## config.mk

```make
export PLATFORM = sky130hd
export DESIGN_NAME = pcdc_isqrt
export DESIGN_NICKNAME = d
export VERILOG_FILES = /design/src/rtl/pcdc_pkg.sv /design/src/rtl/pcdc_isqrt.sv
export SDC_FILE = /design/constraint.sdc
export NUM_CORES = 1
export LEC_CHECK = 0
export BUFFER_PORTS_ARGS = -buffer_cell sky130_fd_sc_hd__buf_2
export CORE_MARGIN = 2
export CORE_UTILIZATION = 45
export DETAILED_ROUTE_END_ITERATION = 12
export PLACE_DENSITY = 0.63
export SYNTH_ARGS = -nofsm -noshare
export SYNTH_HDL_FRONTEND = slang
export SYNTH_SLANG_ARGS = --single-unit
```

## constraint.sdc

```tcl
create_clock -name i_clk -period 9.28 [get_ports i_clk]
set_input_delay 0.928 -clock i_clk [delete_from_list [all_inputs] [get_ports i_clk]]
set_output_delay 0.928 -clock i_clk [all_outputs]
set_load 0.005 [all_outputs]
```

## src/rtl/pcdc_pkg.sv

```systemverilog
// Shared constants, types and codes for the depth-image colorizer.
`timescale 1ns / 1ps
package pcdc_pkg;

    // image geometry
    localparam int IMG_WIDTH     = 384;
    localparam int IMG_HEIGHT    = 216;
    localparam int WINDOW_RADIUS = 7;
    localparam int HALF_W        = IMG_WIDTH / 2;
    localparam int HALF_H        = IMG_HEIGHT / 2;
    localparam int DEPTH         = IMG_WIDTH * IMG_HEIGHT;
    localparam int ADDR_W        = $clog2(DEPTH);
    localparam int COL_W         = $clog2(IMG_WIDTH);
    localparam int ROW_W         = $clog2(IMG_HEIGHT);

    // port field widths
    localparam int OP_W      = 2;
    localparam int COORD_W   = 24;
    localparam int SCALE_W   = 24;
    localparam int PCOL_W    = 9;
    localparam int PROW_W    = 8;
    localparam int CH_W      = 8;
    localparam int CFG_IDX_W = 1;
    localparam int DV_W      = 16;

    localparam int SCALE_FRAC = 8;
    localparam int HSCALE_RST = 67633;
    localparam int VSCALE_RST = 68429;
    localparam int DEPTH_MAX  = 65535;

    // hole-fill window
    localparam int WIN_SPAN = 2 * WINDOW_RADIUS + 1;
    localparam int WIN_N    = WIN_SPAN * WIN_SPAN;
    localparam int OFF_W    = $clog2(WIN_SPAN);
    localparam int DSQ_MAX  = 2 * WINDOW_RADIUS * WINDOW_RADIUS;
    localparam int DSQ_W    = $clog2(DSQ_MAX + 1);
    localparam int WT_W     = 25;
    localparam int WT_ONE   = 1 << 24;
    localparam int TOP_W    = DV_W + WT_W + $clog2(WIN_N);
    localparam int BOT_W    = WT_W + $clog2(WIN_N);

    // shared multiplier, divider, square root
    localparam int MUL_W  = COORD_W + 1;
    localparam int PROD_W = 2 * MUL_W;
    localparam int DIV_NW = (TOP_W > 2 * COORD_W) ? TOP_W : 2 * COORD_W;
    localparam int DIV_DW = (BOT_W > COORD_W + SCALE_FRAC) ? BOT_W : COORD_W + SCALE_FRAC;
    localparam int SQ_W   = 2 * COORD_W;
    localparam int ROOT_W = COORD_W;

    // hue map
    localparam int    SEG_SPAN = 10923;
    localparam int    CH_MAX   = 255;
    localparam int    SEG_HW   = $clog2(6 * SEG_SPAN + 1);
    localparam int    SEG_T_W  = $clog2(SEG_SPAN + 1);
    localparam int    RAMP_W   = $clog2(CH_MAX * SEG_SPAN + 1);
    localparam int    RECIP_SH = RAMP_W + $clog2(SEG_SPAN);
    localparam longint RECIP_VAL = ((64'd1 << RECIP_SH) + SEG_SPAN - 1) / SEG_SPAN;
    localparam int    RECIP_W  = $clog2(RECIP_VAL + 1);

    typedef enum logic [OP_W-1:0] {
        OP_ADD   = 2'd0,
        OP_READ  = 2'd1,
        OP_CLEAR = 2'd2,
        OP_NONE  = 2'd3
    } t_op;

    localparam logic [CFG_IDX_W-1:0] REG_HSCALE = 1'd0;
    localparam logic [CFG_IDX_W-1:0] REG_VSCALE = 1'd1;

    typedef struct packed {
        logic busy;
        logic done;
    } t_unit_st;

    typedef struct packed {
        logic [CH_W-1:0] red;
        logic [CH_W-1:0] green;
        logic [CH_W-1:0] blue;
    } t_rgb;

endpackage

```

## src/rtl/pcdc_isqrt.sv

```systemverilog
// Integer square root, two radicand bits per cycle.
`timescale 1ns / 1ps
module pcdc_isqrt import pcdc_pkg::*; (
    input  logic              i_clk,
    input  logic              i_rst_n,
    input  logic              i_start,
    input  logic [SQ_W-1:0]   i_val,
    output t_unit_st          o_st,
    output logic [ROOT_W-1:0] o_root
);
    localparam int CNT_W = $clog2(ROOT_W);

    logic              r_busy;
    logic              r_done;
    logic [CNT_W-1:0]  r_cnt;
    logic [SQ_W-1:0]   r_val;
    logic [ROOT_W+1:0] r_rem;
    logic [ROOT_W-1:0] r_root;
    logic [ROOT_W+3:0] w_rem_sh;
    logic [ROOT_W+3:0] w_trial;
    logic              w_ge;

    always_comb begin
        w_rem_sh = {r_rem, r_val[SQ_W-1 -: 2]};
        w_trial  = (ROOT_W+4)'({r_root, 2'b01});
        w_ge     = w_rem_sh >= w_trial;
    end

    always_ff @(posedge i_clk) begin
        if (!i_rst_n) begin
            r_busy <= 1'b0;
            r_done <= 1'b0;
            r_cnt  <= '0;
        end else begin
            r_done <= 1'b0;
            if (i_start) begin
                r_busy <= 1'b1;
                r_cnt  <= '0;
                r_val  <= i_val;
                r_rem  <= '0;
                r_root <= '0;
            end else if (r_busy) begin
                r_val  <= {r_val[SQ_W-3:0], 2'b00};
                r_rem  <= w_ge ? (ROOT_W+2)'(w_rem_sh - w_trial) : (ROOT_W+2)'(w_rem_sh);
                r_root <= {r_root[ROOT_W-2:0], w_ge};
                r_cnt  <= r_cnt + 1'b1;
                if (r_cnt == CNT_W'(ROOT_W - 1)) begin
                    r_busy <= 1'b0;
                    r_done <= 1'b1;
                end
            end
        end
    end

    assign o_st.busy = r_busy;
    assign o_st.done = r_done;
    assign o_root    = r_root;
endmodule

```

== Word level (Yosys, flattened, before mapping) ==
Cells that the tools add are included.

* Output and inout port bits: 26
* Bits in registers: 105

* Equal/unequal tests: 1
* Order comparisons: 1
* Reductions and logical operators: 4
* Mux-type cells: 9
* $add $sub $neg: 2
* Bitwise gates (word level): 2

{| class="wikitable"
|+ Operator list
! cell !! count
|-
| 48-bit 2-to-1 mux || 2
|-
| 26-bit 2-to-1 mux || 2
|-
| 28-bit by 26-bit greater-or-equal comparator with 1-bit output || 1
|-
| 26-bit subtractor || 1
|-
| 24-bit 2-to-1 mux || 1
|-
| 5-bit by 1-bit adder with 5-bit output, second input constant || 1
|-
| 5-bit equality test, second input constant || 1
|-
| 1-bit 2-to-1 mux || 4
|-
| 3-bit OR reduction || 1
|-
| 1-bit inverter || 2
|-
| 2-bit AND reduction || 1
|-
| 2-bit nonzero test || 1
|-
| 2-bit OR reduction || 1
|}

== Logic depth before layout (Yosys ltp) ==
Gate-level depths: netlist of run 1.

* Word-level depth: 4
* Gate-level depth with buffers: 12
* Mapped depth without buffers: 11

== Worst setup path after synthesis of run 1 ==
Ideal clock, no wire load.

* Kind: input to register
* Start point: input i_start
* End point: register r_root[0] (netlist: o_root[0]), enable pin
* Cell stages on the path: 2
* Arrival: 3.303 ns
* Slack: 5.512 ns
* Required time: 8.815 ns
* Path through: clkbuf_8 o21a_1

* Cells in the longest elaborated chain, start to end: 2

{| class="wikitable"
|+ RTL lines
! element !! line !! source
|-
| start, declared || pcdc_isqrt.sv:6 || <nowiki>input logic i_start,</nowiki>
|-
| 2-bit nonzero test (no source line) || -- ||
|-
| 2-bit AND reduction (no source line) || -- ||
|-
| end signal, assigned || pcdc_isqrt.sv:45 || <nowiki>r_root <= {r_root[ROOT_W-2:0], w_ge};</nowiki>
|-
| end, declared || pcdc_isqrt.sv:18 || <nowiki>logic [ROOT_W-1:0] r_root;</nowiki>
|}

No other way between the ends.
A chain may end at the register's enable or synchronous reset.

== Final worst setup path of run 1 ==
* Start point: register r_rem[5]
* End point: register r_rem[25] (data pin)

* Cells in the longest elaborated chain, start to end: 3
* Elaborated cells between the ends (all ways): 4

{| class="wikitable"
|+ RTL lines
! element !! line !! source
|-
| start, declared || pcdc_isqrt.sv:17 || <nowiki>logic [ROOT_W+1:0] r_rem;</nowiki>
|-
| start signal, assigned || pcdc_isqrt.sv:44 || <nowiki>r_rem <= w_ge ? (ROOT_W+2)'(w_rem_sh - w_trial) : (ROOT_W+2)'(w_rem_sh);</nowiki>
|-
| 26-bit subtractor / 28-bit by 26-bit greater-or-equal comparator with 1-bit output (equally long branches) || pcdc_isqrt.sv:44, pcdc_isqrt.sv:26 ||
|-
| 26-bit 2-to-1 mux * || pcdc_isqrt.sv:44 ||
|-
| 26-bit 2-to-1 mux * || pcdc_isqrt.sv:42 || <nowiki>end else if (r_busy) begin</nowiki>
|}

Mark *: on every way between the ends. The rest lies on a longest branch, timed or not. The select of a mux whose other input is x is not followed.

==> results of run 1 <==
## worst paths after layout
path / start / end
setup / recovery: r_rem[5] / r_rem[25]
hold reg to reg: r_cnt[4] / r_done
setup reg to reg: r_rem[5] / r_rem[25]
hold / removal: r_cnt[4] / r_done
## flip-flops by register name, summed over array words and instances (netlist names)
signal,flops
r_cnt,5
r_rem,26
r_val,48
o_root,24
r_busy,1
r_done,1
## through the flow
stage | std cells | setup slack, ps | instance area, um^2 | total power [mW]
global route | 708 | 5642 | 6485 | 1.286
CTS | 708 | 5899 | 6485 | 1.229
detailed placement | 692 | 5930 | 6206 | 0.8576
finish | 708 | 5959 | 6485 | 1.213
global placement | 692 | 5978 | 6206 | 0.8524
floorplan | 460 | 5512 | 5704 | 0.8021
## cell type report
cell class                      instances  area share [%]
Timing Repair Buffer                   78           6.135
Clock buffer                           11           3.589
Sequential cell                       105           47.54
Inverter                               32           1.852
Tap cell                              172           3.319
Multi-Input combinational cell        305           36.85
Clock inverter                          5          0.7139
## layer usage
metal	share of wire (%)	vias up	GRT usage, %
met1	46	1744	22.04
li1	-	1818	-
met3	6.4	12	6.487
met5	0	-	0
met4	1.4	0	4.941
met2	46	71	26.01
## kinds of logic after synthesis
| logic type | Yosys count | synth area share (%) |
|---|---|---|
| AO/OA/AOI/OAI | 66 | 8.906 |
| flip-flops | 105 | 54.05 |
| AND/OR/NAND/NOR | 114 | 9.344 |
| adder cells (fa/ha/maj) | 27 | 5.922 |
| multiplexers | 70 | 13.29 |
| XOR/XNOR | 28 | 4.299 |
| buffers and inverters | 50 | 4.190 |
## power by group through the flow
stage,registers [mW],logic (mW),clock network [mW]
floorplan,0.587,0.215,0
global placement,0.590,0.263,0
detailed placement,0.590,0.267,0
CTS,0.580,0.269,0.380
global route,0.584,0.303,0.399
finish,0.579,0.267,0.367
## critical path, delay by kind of cell (launching register included)
family,cells,cell delay (ps)
AO/OA/AOI/OAI,4,1350
adder cells (fa/ha/maj),1,400
flip-flops,1,400
multiplexers,1,280
AND/OR/NAND/NOR,4,610
## cells in the mapped netlist, types with 2 or more instances
cell and number:
xnor2_1 18, and2_1 2, o211ai_1 2, nor3_1 4, xor2_1 10, nor4_1 3, nand4_1 4, buf_6 3
a211o_1 2, a21oi_1 17, a211oi_1 4, nand2_1 16, a21o_1 4, o21ai_0 7, edfxtp_1 98, dfxtp_1 7
o21bai_1 5, buf_4 2, buf_1 3, inv_1 32, and3_2 2, a31oi_1 3, clkbuf_8 2, o21a_1 4
mux2i_1 24, clkbuf_1 7, a211oi_2 3, nand3_1 4, mux2_2 46, ha_1 27, nor2b_1 2, nand2b_1 3
or3_1 2, nor2_1 64
==> results.cfg, run 1 <==
[layout]
multi_input_area_um2 = 2390
layout.nets = 609
area_delta_synth_final_pct = 13.69
drive_gt1_share_pct = 29.48
fill_cells = 1153
layout_common_cells = edfxtp_1 (98), buf_2 (75), nor2_1 (64)
fin_util_pct = 51.81
mostFrequentLayoutCell = edfxtp_1
seqCellArea_um2 = 3083
antenna_cells = 0

[detailed_routing]
avgViaCountPerCell = 5.148
wl_per_cell_um = 14.64
firstDrtPassIters = 4
wirelength_mm = 10.37
ant_nets = 0
drc = 0
drt_iter0_drc = 163
vias = 3645

[logic_synthesis]
avgSynthCellArea_um2 = 12.40
synthFlopType = edfxtp_1
yosys.area.top_type = edfxtp_1
synthCells = 460
ys_seq_elements = 105
ys_types = 58
ys_warn_count = 0
synth_top_cell_area_share_pct = 51.59
synth_edf_count = 98
synthTopCellsByArea = edfxtp_1 (52%), mux2_2 (9.1%), ha_1 (5.9%), mux2i_1 (4.2%), nor2_1 (4.2%)
seq_area_frac_synth_pct = 54.05
synthArstFlopShare_pct = 0
netlist_area_um2 = 5704
syn_nets = 538

[hold_path]
hp-class = reg2reg
hold_depth = 2

[die]
initial_core_util_pct = 45.57
num_rows = 41
num_io_pins = 77
die_y_um = 116.6
core_um2 = 12520
die_area_um2 = 13590
die-width_um = 116.6

[setup_path]
path_cells = ha_1 -> and3_1 -> and3_2 -> nand3b_1 -> o221ai_2 -> o31a_4 -> a31oi_4 -> o21ai_4 -> mux2i_1 -> nor2_1
start_kind = flop
rrSetupSlack_ps = 5960
critPathMaxStageDelay_ps = 890
slowest_stage = o21ai_4
crit_arrival_ps = 3400
cp_max_fo = 30
setup.worst_path.class = reg2reg
cp-end-kind = flop
cp.required_ps = 9360
ff2ff_path_depth = 10

[global_route]
grt_first_pass_wirelength_mm = 17.70
grt-ovfl-total = 0
grt_max_degree = 64
grtUsageTotal_pct = 16.78
grt_antenna_before_repair = 0
grt_pass1_vias = 3615

[power]
p_switching_uw = 338.8
pwr-share-seq_pct = 47.7
clockPowerShare_pct = 30.2
switching_share_pct = 27.92
combPwrFrac_pct = 22.0
leakage_nw = 2.662
vdd_ir_drop_max_mv = 0.1961
powerDensity_nw_per_um2 = 187.1
intPower_uw = 874.6

[sta]
rsz0062_at_grt = no
fin_skew_ps = 9.644
timing.setup.tns_ps = 0
tightest_slew_ps = 1131
relSlewSlack_pct = 24.32
hold_slack_ps = 523.7
timing.fmax_mhz = 301.1
setup_viol = 0
layout_min_cycle_time_ps = 3321
hold_viol = 0
slew_viol_final = 0
min_period_over_period_pct = 35.79

[clocking]
cts_hold_buf = 0
ctsResizeCount = 0
cts_max_path_buffers = 2
numCtsBuffers = 9
postCtsSetupBuffers = 0
cts_tree = built
htree_levels = 3
cts-root-buf = clkbuf_16
clock-sinks = 105
clk_latency_ps = 360
cts.reportedPaths.clkPinSlew_ps = 70

[placement]
globalplace.congestion = 0.7914
io_buffers = 76
hpwlAfterDp_mm = 7.155

[run]
drv_cap = 0

[outcome]
status = completed
(Power assumes the default switching activity.)
==> run 2, diff against run 1 <==
--- a/config.mk
+++ b/config.mk
@@ -9,7 +9,7 @@
 export CORE_MARGIN = 2
 export CORE_UTILIZATION = 45
 export DETAILED_ROUTE_END_ITERATION = 12
-export PLACE_DENSITY = 0.63
+export PLACE_DENSITY = 0.65
 export SYNTH_ARGS = -nofsm -noshare
 export SYNTH_HDL_FRONTEND = slang
 export SYNTH_SLANG_ARGS = --single-unit
==> constraint.sdc (replaced) <==
create_clock -name i_clk -period 2.8 [get_ports i_clk]
set_input_delay 0.28 -clock i_clk [delete_from_list [all_inputs] [get_ports i_clk]]
set_output_delay 0.28 -clock i_clk [all_outputs]
set_load 0.005 [all_outputs]
==> run 2 against run 1 <==
Compared with the run above: cell count up 4.8%; die area unchanged; total power rose to 3.5 times the previous value; flip-flop and latch count unchanged; sequential power rose to 3.3 times the previous value; global-route usage down 0.27 points; critical path depth up 2; critical path type unchanged; clock-buffer cell count unchanged; critical endpoint is now r_rem[2]; highest routed layer unchanged; via count up 4.3%; worst setup slack worse by 5900 ps.
==> results.cfg, run 2 (synthesis results as in run 1) <==
[outcome]
status = completed

[detailed_routing]
highest_layer = met4
met3_length_um = 610
drc = 0
avgViaCountPerCell = 5.125
wl_met1_mm = 4.815
drt_iter0_drc = 139
ant_nets = 0
firstDrtPassIters = 4
wl_met2_mm = 5.328
wirelength_mm = 10.97
vias = 3803
wl_per_cell_um = 14.79

[layout]
layout.nets = 644
antenna_cells = 0
finalNonFillerCells = 742
mostFrequentLayoutCell = edfxtp_1
stdcell_area_um2 = 6969
top_register = r_val
fill_cells = 1116
largest_register_ffs = 48
drive_gt1_share_pct = 37.02
layout_common_cells = edfxtp_1 (98), buf_2 (75), nor2_1 (63)
area_delta_synth_final_pct = 22.18

[sta]
setup_viol = 0
rsz0062_at_grt = yes
layout_min_cycle_time_ps = 2765
min_period_over_period_pct = 98.75
timing.fmax_mhz = 361.7
slew_viol_final = 0
tightest_slew_ps = 491.0
relSlewSlack_pct = 67.27
hold_viol = 0
fin_skew_ps = 5.490

[placement]
io_buffers = 76
dpl_cell_area_um2 = 6464
dp_cells = 718
globalplace.congestion = 0.7891
hpwlAfterDp_mm = 7.585

[clocking]
cts_tree = built
cts.reportedPaths.clkPinSlew_ps = 70
cts_max_path_buffers = 2
htree_levels = 3
clock-sinks = 105
numCtsBuffers = 9
cts_hold_buf = 0
clk_latency_ps = 350
cts-root-buf = clkbuf_16

[setup_path]
cp-end-kind = flop
crit_arrival_ps = 2860
setup.worst_path.class = reg2reg
cp_max_fo = 15
cp.required_ps = 2900
start_kind = flop
ff2ff_path_depth = 12

[hold_path]
hp-class = in2reg
hold_depth = 2

[global_route]
grt_antenna_before_repair = 0
grt-ovfl-total = 0
grt_first_pass_wirelength_mm = 17.47
grtUsageTotal_pct = 16.51
grt_pass1_vias = 3754
grt_max_degree = 68

[power]
powerDensity_nw_per_um2 = 610.8
vdd_ir_drop_max_mv = 0.3381
leakage_nw = 2.854

[die]
num_rows = 41
die_area_um2 = 13590
num_io_pins = 77
core_um2 = 12520
die-width_um = 116.6
initial_core_util_pct = 45.57
die_y_um = 116.6

[run]
drv_cap = 0
-- run 2: final timing paths --
path | slack, ps | endpoint | from
max | 30 | r_rem[2] | r_rem[7]
max reg2reg | 30 | r_rem[2] | r_rem[7]
min reg2reg | 530 | r_cnt[4] | r_cnt[4]
min | 210 | r_val[0] | i_val[0]
-- run 2: worst max-delay path, cell delays in order (launching register included) --
cell,delay (ps)
edfxtp_1,450
ha_4,330
and3_1,170
and3_2,190
nand3b_1,90
o221ai_2,220
o31a_4,180
a31oi_4,90
o21ai_4,170
buf_4,150
buf_12,160
mux2i_2,220
nor2_1,60
-- run 2: final cells by class --
| cell class | count | area [um^2] | share of cell area, % |
|---|---|---|---|
| Clock inverter | 4 | 53.80 | 0.7720 |
| Sequential cell | 105 | 3083 | 44.24 |
| Clock buffer | 11 | 232.7 | 3.339 |
| Timing Repair Buffer | 113 | 740.7 | 10.63 |
| Tap cell | 172 | 215.2 | 3.088 |
| Inverter | 32 | 120.1 | 1.724 |
| Multi-Input combinational cell | 305 | 2524 | 36.21 |
-- run 2: repair_timing --
| item | 4_1_cts | 5_1_grt |
|---|---|---|
| resized for setup | 0 | 25 |
| gates cloned | 0 | 1 |
| setup buffers | 0 | 8 |
| endpoints found under the hold margin | 0 | 0 |
| pin swaps | 1 | 9 |
| setup endpoints to repair | 2 | 27 |
-- run 2: metrics by stage --
stage | power [mW] | setup WS [ps] | setup TNS [ps] | hold WS (ps) | util [%]
after floorplan | 2.655 | 164.0 | 0 | 479.0 | -
after global placement | 2.915 | -45.16 | -45.16 | 498.4 | 51.64
after detailed placement | 2.942 | 2.604 | 0 | 515.3 | 51.64
after CTS | 4.201 | 15.30 | 0 | 196.3 | 53.93
after global routing | 4.460 | -96.32 | -1433 | 202.1 | 55.68
final | 4.257 | 35.00 | 0 | 211.0 | 55.68
-- run 2: per-layer routing --
metal,vias up,GRT usage (%)
li1,1894,-
met4,0,7.765
met2,88,27.21
met1,1804,20.16
met5,-,0
met3,17,4.619
-- run 2: report_power, final --
part	internal [mW]	leakage, nW	switching [mW]
Clock	0.692	0.132	0.557
Sequential	1.87	1.00	0.0551
Combinational	0.546	1.72	0.536
