--- src/rtl/pcdc_pkg.sv ---
// Shared constants, types and codes for the depth-image colorizer.
`timescale 1ns / 1ps
package pcdc_pkg;

    // image geometry
    localparam int IMG_WIDTH     = 384;
    localparam int IMG_HEIGHT    = 216;
    localparam int WINDOW_RADIUS = 7;
    localparam int HALF_W        = IMG_WIDTH / 2;
    localparam int HALF_H        = IMG_HEIGHT / 2;
    localparam int DEPTH         = IMG_WIDTH * IMG_HEIGHT;
    localparam int ADDR_W        = $clog2(DEPTH);
    localparam int COL_W         = $clog2(IMG_WIDTH);
    localparam int ROW_W         = $clog2(IMG_HEIGHT);

    // port field widths
    localparam int OP_W      = 2;
    localparam int COORD_W   = 24;
    localparam int SCALE_W   = 24;
    localparam int PCOL_W    = 9;
    localparam int PROW_W    = 8;
    localparam int CH_W      = 8;
    localparam int CFG_IDX_W = 1;
    localparam int DV_W      = 16;

    localparam int SCALE_FRAC = 8;
    localparam int HSCALE_RST = 67633;
    localparam int VSCALE_RST = 68429;
    localparam int DEPTH_MAX  = 65535;

    // hole-fill window
    localparam int WIN_SPAN = 2 * WINDOW_RADIUS + 1;
    localparam int WIN_N    = WIN_SPAN * WIN_SPAN;
    localparam int OFF_W    = $clog2(WIN_SPAN);
    localparam int DSQ_MAX  = 2 * WINDOW_RADIUS * WINDOW_RADIUS;
    localparam int DSQ_W    = $clog2(DSQ_MAX + 1);
    localparam int WT_W     = 25;
    localparam int WT_ONE   = 1 << 24;
    localparam int TOP_W    = DV_W + WT_W + $clog2(WIN_N);
    localparam int BOT_W    = WT_W + $clog2(WIN_N);

    // shared multiplier, divider, square root
    localparam int MUL_W  = COORD_W + 1;
    localparam int PROD_W = 2 * MUL_W;
    localparam int DIV_NW = (TOP_W > 2 * COORD_W) ? TOP_W : 2 * COORD_W;
    localparam int DIV_DW = (BOT_W > COORD_W + SCALE_FRAC) ? BOT_W : COORD_W + SCALE_FRAC;
    localparam int SQ_W   = 2 * COORD_W;
    localparam int ROOT_W = COORD_W;

    // hue map
    localparam int    SEG_SPAN = 10923;
    localparam int    CH_MAX   = 255;
    localparam int    SEG_HW   = $clog2(6 * SEG_SPAN + 1);
    localparam int    SEG_T_W  = $clog2(SEG_SPAN + 1);
    localparam int    RAMP_W   = $clog2(CH_MAX * SEG_SPAN + 1);
    localparam int    RECIP_SH = RAMP_W + $clog2(SEG_SPAN);
    localparam longint RECIP_VAL = ((64'd1 << RECIP_SH) + SEG_SPAN - 1) / SEG_SPAN;
    localparam int    RECIP_W  = $clog2(RECIP_VAL + 1);

    typedef enum logic [OP_W-1:0] {
        OP_ADD   = 2'd0,
        OP_READ  = 2'd1,
        OP_CLEAR = 2'd2,
        OP_NONE  = 2'd3
    } t_op;

    localparam logic [CFG_IDX_W-1:0] REG_HSCALE = 1'd0;
    localparam logic [CFG_IDX_W-1:0] REG_VSCALE = 1'd1;

    typedef struct packed {
        logic busy;
        logic done;
    } t_unit_st;

    typedef struct packed {
        logic [CH_W-1:0] red;
        logic [CH_W-1:0] green;
        logic [CH_W-1:0] blue;
    } t_rgb;

endpackage

--- src/rtl/pcdc_color.sv ---
// Six-segment hue to RGB map, four pipeline stages.
`timescale 1ns / 1ps
module pcdc_color import pcdc_pkg::*; (
    input  logic            i_clk,
    input  logic            i_rst_n,
    input  logic            i_start,
    input  logic [DV_W-1:0] i_hue,
    output logic            o_done,
    output t_rgb            o_rgb
);
    typedef enum logic [2:0] {
        SG_RISE_G = 3'd0,
        SG_FALL_R = 3'd1,
        SG_RISE_B = 3'd2,
        SG_FALL_G = 3'd3,
        SG_RISE_R = 3'd4,
        SG_FALL_B = 3'd5
    } t_seg;

    logic                        r_v1, r_v2, r_v3, r_v4;
    t_seg                        r_seg1, r_seg2, r_seg3;
    logic [SEG_T_W-1:0]          r_t;
    logic [RAMP_W-1:0]           r_num;
    logic [RAMP_W+RECIP_W-1:0]   r_prod;
    t_rgb                        r_rgb;
    logic [SEG_HW-1:0]           w_h;
    t_seg                        w_seg;
    logic [SEG_HW-1:0]           w_t;
    logic [CH_W-1:0]             w_ramp;

    always_comb begin
        w_h = SEG_HW'(i_hue);
        if (w_h < SEG_HW'(SEG_SPAN)) begin
            w_seg = SG_RISE_G;  w_t = w_h;
        end else if (w_h < SEG_HW'(2 * SEG_SPAN)) begin
            w_seg = SG_FALL_R;  w_t = SEG_HW'(2 * SEG_SPAN) - w_h;
        end else if (w_h < SEG_HW'(3 * SEG_SPAN)) begin
            w_seg = SG_RISE_B;  w_t = w_h - SEG_HW'(2 * SEG_SPAN);
        end else if (w_h < SEG_HW'(4 * SEG_SPAN)) begin
            w_seg = SG_FALL_G;  w_t = SEG_HW'(4 * SEG_SPAN) - w_h;
        end else if (w_h < SEG_HW'(5 * SEG_SPAN)) begin
            w_seg = SG_RISE_R;  w_t = w_h - SEG_HW'(4 * SEG_SPAN);
        end else begin
            w_seg = SG_FALL_B;
            w_t   = (w_h < SEG_HW'(6 * SEG_SPAN)) ? SEG_HW'(6 * SEG_SPAN) - w_h : '0;
        end
        // floor(num / SEG_SPAN) through the reciprocal
        w_ramp = CH_W'(r_prod >> RECIP_SH);
    end

    always_ff @(posedge i_clk) begin
        if (!i_rst_n) begin
            r_v1 <= 1'b0;
            r_v2 <= 1'b0;
            r_v3 <= 1'b0;
            r_v4 <= 1'b0;
        end else begin
            r_v1 <= i_start;
            r_v2 <= r_v1;
            r_v3 <= r_v2;
            r_v4 <= r_v3;
        end
        r_seg1 <= w_seg;
        r_t    <= SEG_T_W'(w_t);
        r_seg2 <= r_seg1;
        r_num  <= RAMP_W'(CH_MAX * r_t);
        r_seg3 <= r_seg2;
        r_prod <= r_num * RECIP_W'(RECIP_VAL);
        case (r_seg3)
            SG_RISE_G: r_rgb <= '{CH_W'(CH_MAX), w_ramp, '0};
            SG_FALL_R: r_rgb <= '{w_ramp, CH_W'(CH_MAX), '0};
            SG_RISE_B: r_rgb <= '{'0, CH_W'(CH_MAX), w_ramp};
            SG_FALL_G: r_rgb <= '{'0, w_ramp, CH_W'(CH_MAX)};
            SG_RISE_R: r_rgb <= '{w_ramp, '0, CH_W'(CH_MAX)};
            SG_FALL_B: r_rgb <= '{CH_W'(CH_MAX), '0, w_ramp};
            default:   r_rgb <= '0;
        endcase
    end

    assign o_done = r_v4;
    assign o_rgb  = r_rgb;
endmodule

--- config.mk ---
export PLATFORM = sky130hd
export DESIGN_NAME = pcdc_color
export DESIGN_NICKNAME = d
export VERILOG_FILES = /design/src/rtl/pcdc_pkg.sv /design/src/rtl/pcdc_color.sv
export SDC_FILE = /design/constraint.sdc
export NUM_CORES = 1
export LEC_CHECK = 0
export BUFFER_PORTS_ARGS = -buffer_cell sky130_fd_sc_hd__clkbuf_2
export CAP_MARGIN = 15
export CORE_MARGIN = 1
export CORE_UTILIZATION = 25
export DETAILED_ROUTE_END_ITERATION = 8
export PLACE_DENSITY = 0.35
export RECOVER_POWER = 100
export SYNTH_ARGS = -nofsm -noshare
export SYNTH_HDL_FRONTEND = slang
export SYNTH_SLANG_ARGS = --single-unit
--- constraint.sdc ---
create_clock -name i_clk -period 16.4 [get_ports i_clk]
set_input_delay 0 -clock i_clk [delete_from_list [all_inputs] [get_ports i_clk]]
set_output_delay 0 -clock i_clk [all_outputs]
set_load 0.05 [all_outputs]
* Yosys cells after proc, flatten, opt, wreduce, memory -nomap -nowiden *
Index checks and enable logic that the tools add are counted.

word-level totals
  register bits = 117
  input bits = 19
  output and inout bits = 25
  word-level logic and storage cells = 47

cells by class
  $add $sub $neg = 5
  $mul = 2
  order comparisons = 6
  equal/unequal tests = 5
  multiplexer cells = 11
  reduce and logical (&&, ||, !) cells = 3

operators by type and width
  operator                number
  $pmux 24 s6             1
  $mux 14                 6
  $lt 16x16->1 const B    3
  $mul 22x23->44 const B  1
  $mul 8x14->22 const A   1
  $lt 16x17->1 const B    1
  $lt 16x14->1 const B    1
  $lt 16x15->1 const B    1
  $sub 13x14->14 const A  1
  $sub 14x13->14 const B  1
  $sub 14x14->14 const A  1
  $sub 14x14->14 const B  1
  $sub 2x14->14 const A   1
  $eq 3x2->1 const B      2
  $eq 3x3->1 const B      2
  $mux 2                  2
  $reduce_or 4->1         1
  $eq 3x1->1 const B      1
  $logic_not 3->1         1
  $mux 1                  2
  $reduce_or 2->1         1

* Logic depth before layout (Yosys ltp) *
Gate-level depths: netlist of the first run.

  word-level depth = 7
  gate-level depth with buffers = 22
  depth with buffers taken out = 21

* Worst setup path after synthesis of the first run *
No wires, ideal clock.

  kind = reg-to-reg
  start = register r_num[5]
  end = register r_prod[43]
  setup time = 0.121 ns
  arrival time = 6.335 ns
  required time = 16.279 ns
  setup slack = 9.944 ns
  cell stages (with the launch flop) = 22
  path buffers = 1
  period minus slack after synthesis = 6.456 ns
  path through = dfxtp_1 -> inv_1 -> fa_1 -> fa_1 -> inv_1 -> ha_1 -> or2_2 -> fa_1 -> fa_1 -> fa_1 -> inv_1 -> fa_1 -> inv_1 -> ha_1 -> and4_1 -> clkbuf_1 -> a31oi_1 -> a21o_1 -> a21oi_1 -> a2111oi_0 -> o211ai_1 -> xnor2_1

on the way
  cells in the longest elaborated chain, start to end = 1

ends and longest elaborated chain
  element                   RTL line          text
  start: declaration        pcdc_color.sv:23  logic [RAMP_W-1:0] r_num;
  start signal: assignment  pcdc_color.sv:66  r_num <= RAMP_W'(CH_MAX * r_t);
  $mul 22x23->44            pcdc_color.sv:68  r_prod <= r_num * RECIP_W'(RECIP_VAL);
  end signal: assignment    pcdc_color.sv:68
  end: declaration          pcdc_color.sv:24  logic [RAMP_W+RECIP_W-1:0] r_prod;

Every way passes these cells.
A chain may end at the register's enable or synchronous reset.

* Worst setup path after layout of the first run *
  start = register r_num[2]
  end = register r_prod[43]

Same word-level chain as after synthesis.

==> metrics.yaml, run 1 <==
logic_synthesis:
  ys_ff_latch: 81
  synth-edff-count: 0
  yosysUniqueCellTypes: 66
  synth_nets: 1831
  synthTopCellsByCount: "318 x inv_1, 220 x ha_1, 212 x fa_1, 82 x nor2_1, 81 x dfxtp_1"
  yosysSeqAreaShare_pct: 12.4
  synth_area_um2: 13100
  syn_avg_cell_area_um2: 9.51
  synth.area.top_cells: "fa_1 32%, ha_1 21%, dfxtp_1 12%"
  yosysMostFrequentCell: "inv_1"
  ys.flop_type: "dfxtp_1"
  yosys.area.top_type_share_pct: 32.4
  synth_cells: 1380
  yosysTopAreaCell: "fa_1"
  ys_warn_count: 0
  synthArstFlopShare_pct: 0
floorplan:
  std_cell_rows: 83
  die_area_um2: 53400
  initial_utilization_pct: 25.4
  die_x_um: 231
  core_area_um2: 51600
  dieHeight_um: 231
  pin_count: 44
sta:
  slew_headroom_pct: -2.77
  skew_ps: 6.97
  finalSetupViolations: 0
  hold_viol: 0
  slew_violations: 10
  fmax_mhz: 135
  hold_ws_ps: 42.3
  period_share_pct: 45.3
  tns_ps: 0
  tightest_slew_ps: 1530
  rsz0062_at_grt: "false"
  min_period_ps: 7430
worst_setup_path:
  rr_startpoint: "r_num[2]"
  rrSetupSlack_ps: 8970
  path_class: "reg -> reg"
  crit_path_end_kind: "flip-flop"
  worstPathRequired_ps: 16630
  reg2reg_to: "r_prod[43]"
  reg2reg_depth: 21
  arrival_ps: 7660
  cp_max_fo: 6
  critPathLaunchType: "flip-flop"
global_route:
  grt_pass1_wl_um: 57200
  grt_antenna_before_repair: 0
  groute.usage.overall_pct: 14.2
  grt_max_degree: 20
  grt_pass1_vias: 9832
  overflow: 0
detailed_routing:
  drt_iter0_drc: 377
  vias: 9239
  post_drt_wl_per_cell_um: 17.2
  wl_um: 36000
  drtAntennaViolNets: 0
  dr.pass1.iters: 5
  drc_errors: 0
  viasPerCell: 4.41
cells_and_area:
  area_delta_synth_final_pct: 9.68
  nets: 1863
  drive_gt1_share_pct: 3.60
  antenna_cells: 0
cts:
  cts_buffer_depth: 2
  cts_buffers: 9
  clkTransAtPathRegs_ps: 70
  cts_resized: 0
  cts_tree: "yes"
  cts_hold_buf: 4
  clock_latency_ps: 360
  cts_max_level: 3
  cts_sinks: 81
  post_cts_buffers: 0
  root_buffer: "clkbuf_16"
min_path:
  holdPathEnd: "r_t[13]"
  min-delay-start: "i_hue[13]"
  hold_path.class: "in -> reg"
  min_delay_path_depth: 3
placement:
  hpwlAfterDp_um: 31700
  portBuffers: 43
  gp_congestion: 0.830
run_status:
  outcome: "complete, but fails checks"
  violations: "capacitance limit, slew limit"
job:
  drv_cap: 1
## registers in the layout, indices dropped and copies added (netlist names)
name	flops
o_done	1
o_rgb	24
r_num	22
r_prod	8
r_seg1	3
r_seg2	3
r_seg3	3
r_t	14
r_v1	1
r_v2	1
r_v3	1
## cells in the final DEF (no fill, tap or decap), drive strengths merged, types with 4 or more instances in the layout
cell	count
nand4	7
a21oi	62
nand2b	7
xor2	15
nand3	18
and2	7
nor2	82
or2	8
a32oi	6
nand2	46
dlygate4sd3	4
nor3	8
o21ai	53
o22ai	7
o31ai	7
a21o	30
maj3	4
ha	220
a211oi	7
a2111oi	5
and3	7
nor2b	5
dfxtp	81
o21bai	5
fa	212
xnor2	41
or3	4
a31oi	12
inv	319
o221ai	5
clkbuf	53
o21a	10
o211ai	9
## critical path, stage by stage (launching register included)
cell and delay, ps:
dfxtp_1 480, inv_1 100, fa_1 480, fa_1 710, inv_1 210, fa_1 510, ha_1 290, inv_1 40
fa_1 470, inv_1 50, fa_1 520, inv_1 50, fa_1 500, inv_1 40, ha_1 260, o211ai_1 100
a2111oi_0 1060, nor2_1 90, a2111oi_0 690, a2111oi_0 270, o211ai_1 270, xnor2_1 90
## through the flow
step	instances	instance area [µm²]	setup WS [ps]	utilization, %
after floorplan	1380	13100	9940	-
after global placement	2077	14100	9140	27.3
after detailed placement	2077	14100	9010	27.3
after CTS	2097	14400	9000	28.0
after global routing	2097	14400	8430	27.9
final	2097	14400	8970	27.9
## cells by family after synthesis
family                     Yosys count  share of synthesized area (%)
AOI/OAI and AO/OA                  244                           12.1
xor gates and xnor gates            56                           3.74
adders and majority gates          436                           53.6
buffers and inverters              347                           10.1
DFF                                 81                           12.4
muxes                                3                          0.238
and+or+nand+nor                    213                           7.79
## layer usage
layer	up-vias	track usage, %	routed length, µm
li1	4533	-	-
met1	4574	19.6	18000
met2	110	23.3	16700
met3	22	1.72	684
met4	0	3.64	642
met5	-	0	0
## layout make-up
cell class | instances | area (µm²)
clock buffers | 9 | 225
repair buffers | 50 | 239
inverters | 318 | 1190
clock inverters | 7 | 80.1
multi-input cells | 952 | 10200
fillers | 5506 | 37200
well taps | 680 | 851
flip-flops and latches | 81 | 1620
## how the worst max path moves through the flow
stage              from         end  slack, ps  depth (start not counted)
3_5_place_dp   r_num[1]  r_prod[43]       9010                         21
6_report       r_num[2]  r_prod[43]       8970                         21
3_3_place_gp   r_num[1]  r_prod[43]       9140                         21
4_1_cts        r_num[1]  r_prod[43]       9000                         21
2_1_floorplan  r_num[5]  r_prod[43]       9940                         21
5_1_grt        r_num[1]  r_prod[43]       8430                         21
Power of run 1 is left out: the tool's default activity adds up to more than one toggle a clock period on the data nets, which glitch-free logic cannot reach.
==> run 2: changes to the inputs <==
--- a/config.mk
+++ b/config.mk
@@ -5,6 +5,7 @@
 export SDC_FILE = /design/constraint.sdc
 export NUM_CORES = 1
 export LEC_CHECK = 0
+export ABC_AREA = 1
 export BUFFER_PORTS_ARGS = -buffer_cell sky130_fd_sc_hd__clkbuf_2
 export CAP_MARGIN = 15
 export CORE_MARGIN = 1
==> constraint.sdc (replaced) <==
create_clock -name i_clk -period 7 [get_ports i_clk]
set_input_delay 0 -clock i_clk [delete_from_list [all_inputs] [get_ports i_clk]]
set_output_delay 0 -clock i_clk [all_outputs]
set_load 0.05 [all_outputs]
==> run 2 against run 1 <==
The run now ends clean. Worst hold slack worse by 21 ps. Cell area up 6.9%. Core utilization down 0.070 points. Largest cell class unchanged.
==> metrics.yaml, run 2 <==
worst_setup_path:
  crit_path_end: "r_prod[43]"  # unchanged
  crit_chain: "fa_1, fa_1, xnor2_1, o21ai_0, fa_1, fa_1, fa_1, inv_1, fa_1, inv_1, ha_1, nand2_1, nor2_1, nand2_1, nor4_1, nand4_1, nand3_1, xor2_1"  # was inv_1, fa_1, fa_1, inv_1, fa_1, ha_1, inv_1, fa_1, inv_1, fa_1, inv_1, fa_1, inv_1, ha_1, o211ai_1, a2111oi_0, nor2_1, a2111oi_0, a2111oi_0, o211ai_1, xnor2_1
  reg2reg_to: "r_prod[43]"  # unchanged
  cpMaxStageDelayCell: "fa_1"  # was a2111oi_0
  rrSetupSlack_ps: 490  # was 8970 ps
  worstSetupStartpoint: "r_num[11]"  # was r_num[2]
  path_depth: 18  # was 21
  worstPathRequired_ps: 7310  # was 16,630 ps
  rr_startpoint: "r_num[11]"  # was r_num[2]
  crit_buf_inv: 2  # was 6
  cp_max_fo: 12  # was 6
  reg2reg_depth: 18  # was 21
  crit_path_end_kind: "flip-flop"  # unchanged
  max_stage_delay_ps: 900  # was 1060 ps
  cpLargestDelayFamily: "adder cells"  # unchanged
  critPathLaunchType: "flip-flop"  # unchanged
  crit_top_cell: "fa_1"
  arrival_ps: 6820  # was 7660 ps
  path_class: "reg -> reg"  # unchanged
floorplan:
  dieHeight_um: 239  # was 231 µm
  initial_utilization_pct: 25.4  # about the same
  die_area_um2: 57200  # was 53,400 µm²
  std_cell_rows: 86  # was 83
  core_area_um2: 55300  # was 51,600 µm²
  die_x_um: 239  # was 231 µm
  pin_count: 44  # unchanged
sta:
  period_share_pct: 93.0  # was 45.3%
  hold_viol: 0  # unchanged
  skew_ps: 11.0  # was 6.97 ps
  slew_violations: 0  # was 10
  min_period_ps: 6510  # was 7430 ps
  fmax_mhz: 154  # was 135 MHz
  rsz0062_at_grt: "false"  # unchanged
  slew_headroom_pct: 34.8  # was -2.77%
  tns_ps: 0  # unchanged
  tightest_slew_ps: 976  # was 1530 ps
  finalSetupViolations: 0  # unchanged
logic_synthesis:
  synth_cells: 1685  # was 1,380
  synth-edff-count: 0  # unchanged
  synth.area.top_cells: "fa_1 30%, ha_1 20%, dfxtp_1 12%"  # was fa_1 32%, ha_1 21%, dfxtp_1 12%
  synthArstFlopShare_pct: 0  # unchanged
  yosysUniqueCellTypes: 49  # was 66
  synthTopCellsByCount: "401 x inv_1, 249 x nand2_1, 220 x ha_1, 212 x fa_1, 93 x nor2_1"  # was 318 x inv_1, 220 x ha_1, 212 x fa_1, 82 x nor2_1, 81 x dfxtp_1
  ys_ff_latch: 81  # unchanged
  syn_avg_cell_area_um2: 8.35  # was 9.51 µm²
  yosysSeqAreaShare_pct: 11.5  # was 12.4%
  ys.flop_type: "dfxtp_1"  # unchanged
  yosysMostFrequentCell: "inv_1"  # unchanged
  yosys.area.top_type_share_pct: 30.2  # was 32.4%
  synth_area_um2: 14100  # was 13,100 µm²
  synth_nets: 2136  # was 1,831
  ys_warn_count: 0  # unchanged
  yosysTopAreaCell: "fa_1"  # unchanged
cts:
  root_buffer: "clkbuf_16"  # unchanged
  cts_resized: 0  # unchanged
  post_cts_buffers: 0  # unchanged
  cts_sinks: 81  # unchanged
  clock_latency_ps: 380  # was 360 ps
  clkTransAtPathRegs_ps: 70  # about the same
  cts_max_level: 3  # unchanged
  cts_buffers: 9  # unchanged
  cts_tree: "yes"  # unchanged
  cts_buffer_depth: 2  # unchanged
global_route:
  groute.usage.overall_pct: 14.7  # was 14.2%
  grt_pass1_wl_um: 63400  # was 57,200 µm
  grt_max_degree: 24  # was 20
  grt_pass1_vias: 11100  # was 9,832
  overflow: 0  # unchanged
  grt_antenna_before_repair: 0  # unchanged
detailed_routing:
  vias: 10500  # was 9,239
  drc_errors: 0  # unchanged
  post_drt_wl_per_cell_um: 16.3  # was 17.2 µm
  drtAntennaViolNets: 0  # unchanged
  viasPerCell: 4.24  # was 4.41
  wl_um: 40600  # was 36,000 µm
  dr.pass1.iters: 5  # unchanged
  drt_iter0_drc: 399  # was 377
job:
  drv_cap: 0  # was 1
cells_and_area:
  fillers: 6095  # was 5,506
  final_common_cell: "inv_1"  # unchanged
  seqCellArea_um2: 1620  # unchanged
  area_delta_synth_final_pct: 9.33  # was 9.68%
  layout_common_cells: "403 x inv_1, 252 x nand2_1, 220 x ha_1"  # was 318 x inv_1, 220 x ha_1, 212 x fa_1
  final_util_pct: 27.8  # was 27.9%
  drive_gt1_share_pct: 4.61  # was 3.60%
  antenna_cells: 0  # unchanged
  nets: 2181  # was 1,863
  largest_register_ffs: 24  # unchanged
  multi_input_comb_area_um2: 10700  # was 10,200 µm²
placement:
  hpwlAfterDp_um: 36000  # was 31,700 µm
  gp_congestion: 0.848  # was 0.830
  portBuffers: 43  # unchanged
min_path:
  hold_path.class: "in -> reg"  # unchanged
  min-delay-start: "i_hue[10]"  # was i_hue[13]
run_status:
  outcome: "finished, final reports clean"  # was complete, but fails checks
run 2: cell count changes after synthesis, sizes merged, moves of 19 or more:
cell    before  now
a21o        30    8
a21oi       62   84
clkbuf      22    3
inv        318  414
nand2       46  261
nand3       18   60
o21ai       53   91
xnor2       41   20
run 2: metrics by stage:
step	worst slack (ps)	instances	area (µm²)	hold slack, ps
floorplan	1400	1685	14100	27.7
detailed placement	508	2462	15100	189
finish	490	2483	15400	21.8
global placement	458	2462	15100	189
CTS	477	2483	15400	8.16
global route	176	2483	15400	32.9
run 2: cell families (layout without fill, tap and decap cells):
kind of cell | count (synthesis) | in the layout | synth area share (%)
buf+inv | 437 | 487 | 12.4
compound gates | 219 | 219 | 8.66
fa+ha+maj | 432 | 432 | 49.7
flops | 81 | 81 | 11.5
xor+xnor | 53 | 53 | 3.30
simple gates | 463 | 463 | 14.4
run 2: final cells by class:
cell class              instances  share of cell area, %
multi-input cells            1167                   69.5
flip-flops and latches         81                   10.5
inverters                     415                   10.2
well taps                     748                   6.09
repair buffers                 56                   1.89
clock buffers                  11                   1.64
clock inverters                 5                  0.195
run 2: worst min-delay path by stage:
stage                   end  slack [ps]  depth (start not counted)
finish              r_t[10]          20                          3
global route        r_t[10]          30                          3
CTS                 r_t[10]           8                          3
detailed placement     r_v1         190                          3
global placement       r_v1         190                          3
floorplan            r_t[0]          30                          0
run 2: timing repair:
action                                  in CTS  in global routing
endpoints found under the setup margin       0                  0
hold buffers                                 5                  0
endpoints found under the hold margin        6                  0
run 2: routing by layer:
metal | up-vias | share of wire, % | global-route usage [%]
li1 | 5311 | - | -
met1 | 5078 | 49 | 19.3
met2 | 108 | 48 | 25.4
met3 | 29 | 1.7 | 1.60
met4 | 0 | 1.8 | 4.16
met5 | - | 0 | 0
run 2: worst reg2reg max path, stage by stage (launching register included):
cell	delay, ps
dfxtp_1	530
fa_1	550
fa_1	900
xnor2_1	190
o21ai_0	360
fa_1	480
fa_1	470
fa_1	540
inv_1	50
fa_1	530
inv_1	40
ha_1	340
nand2_1	110
nor2_1	250
nand2_1	120
nor4_1	500
nand4_1	190
nand3_1	150
xor2_1	150
Power of run 2 is left out for the same reason.
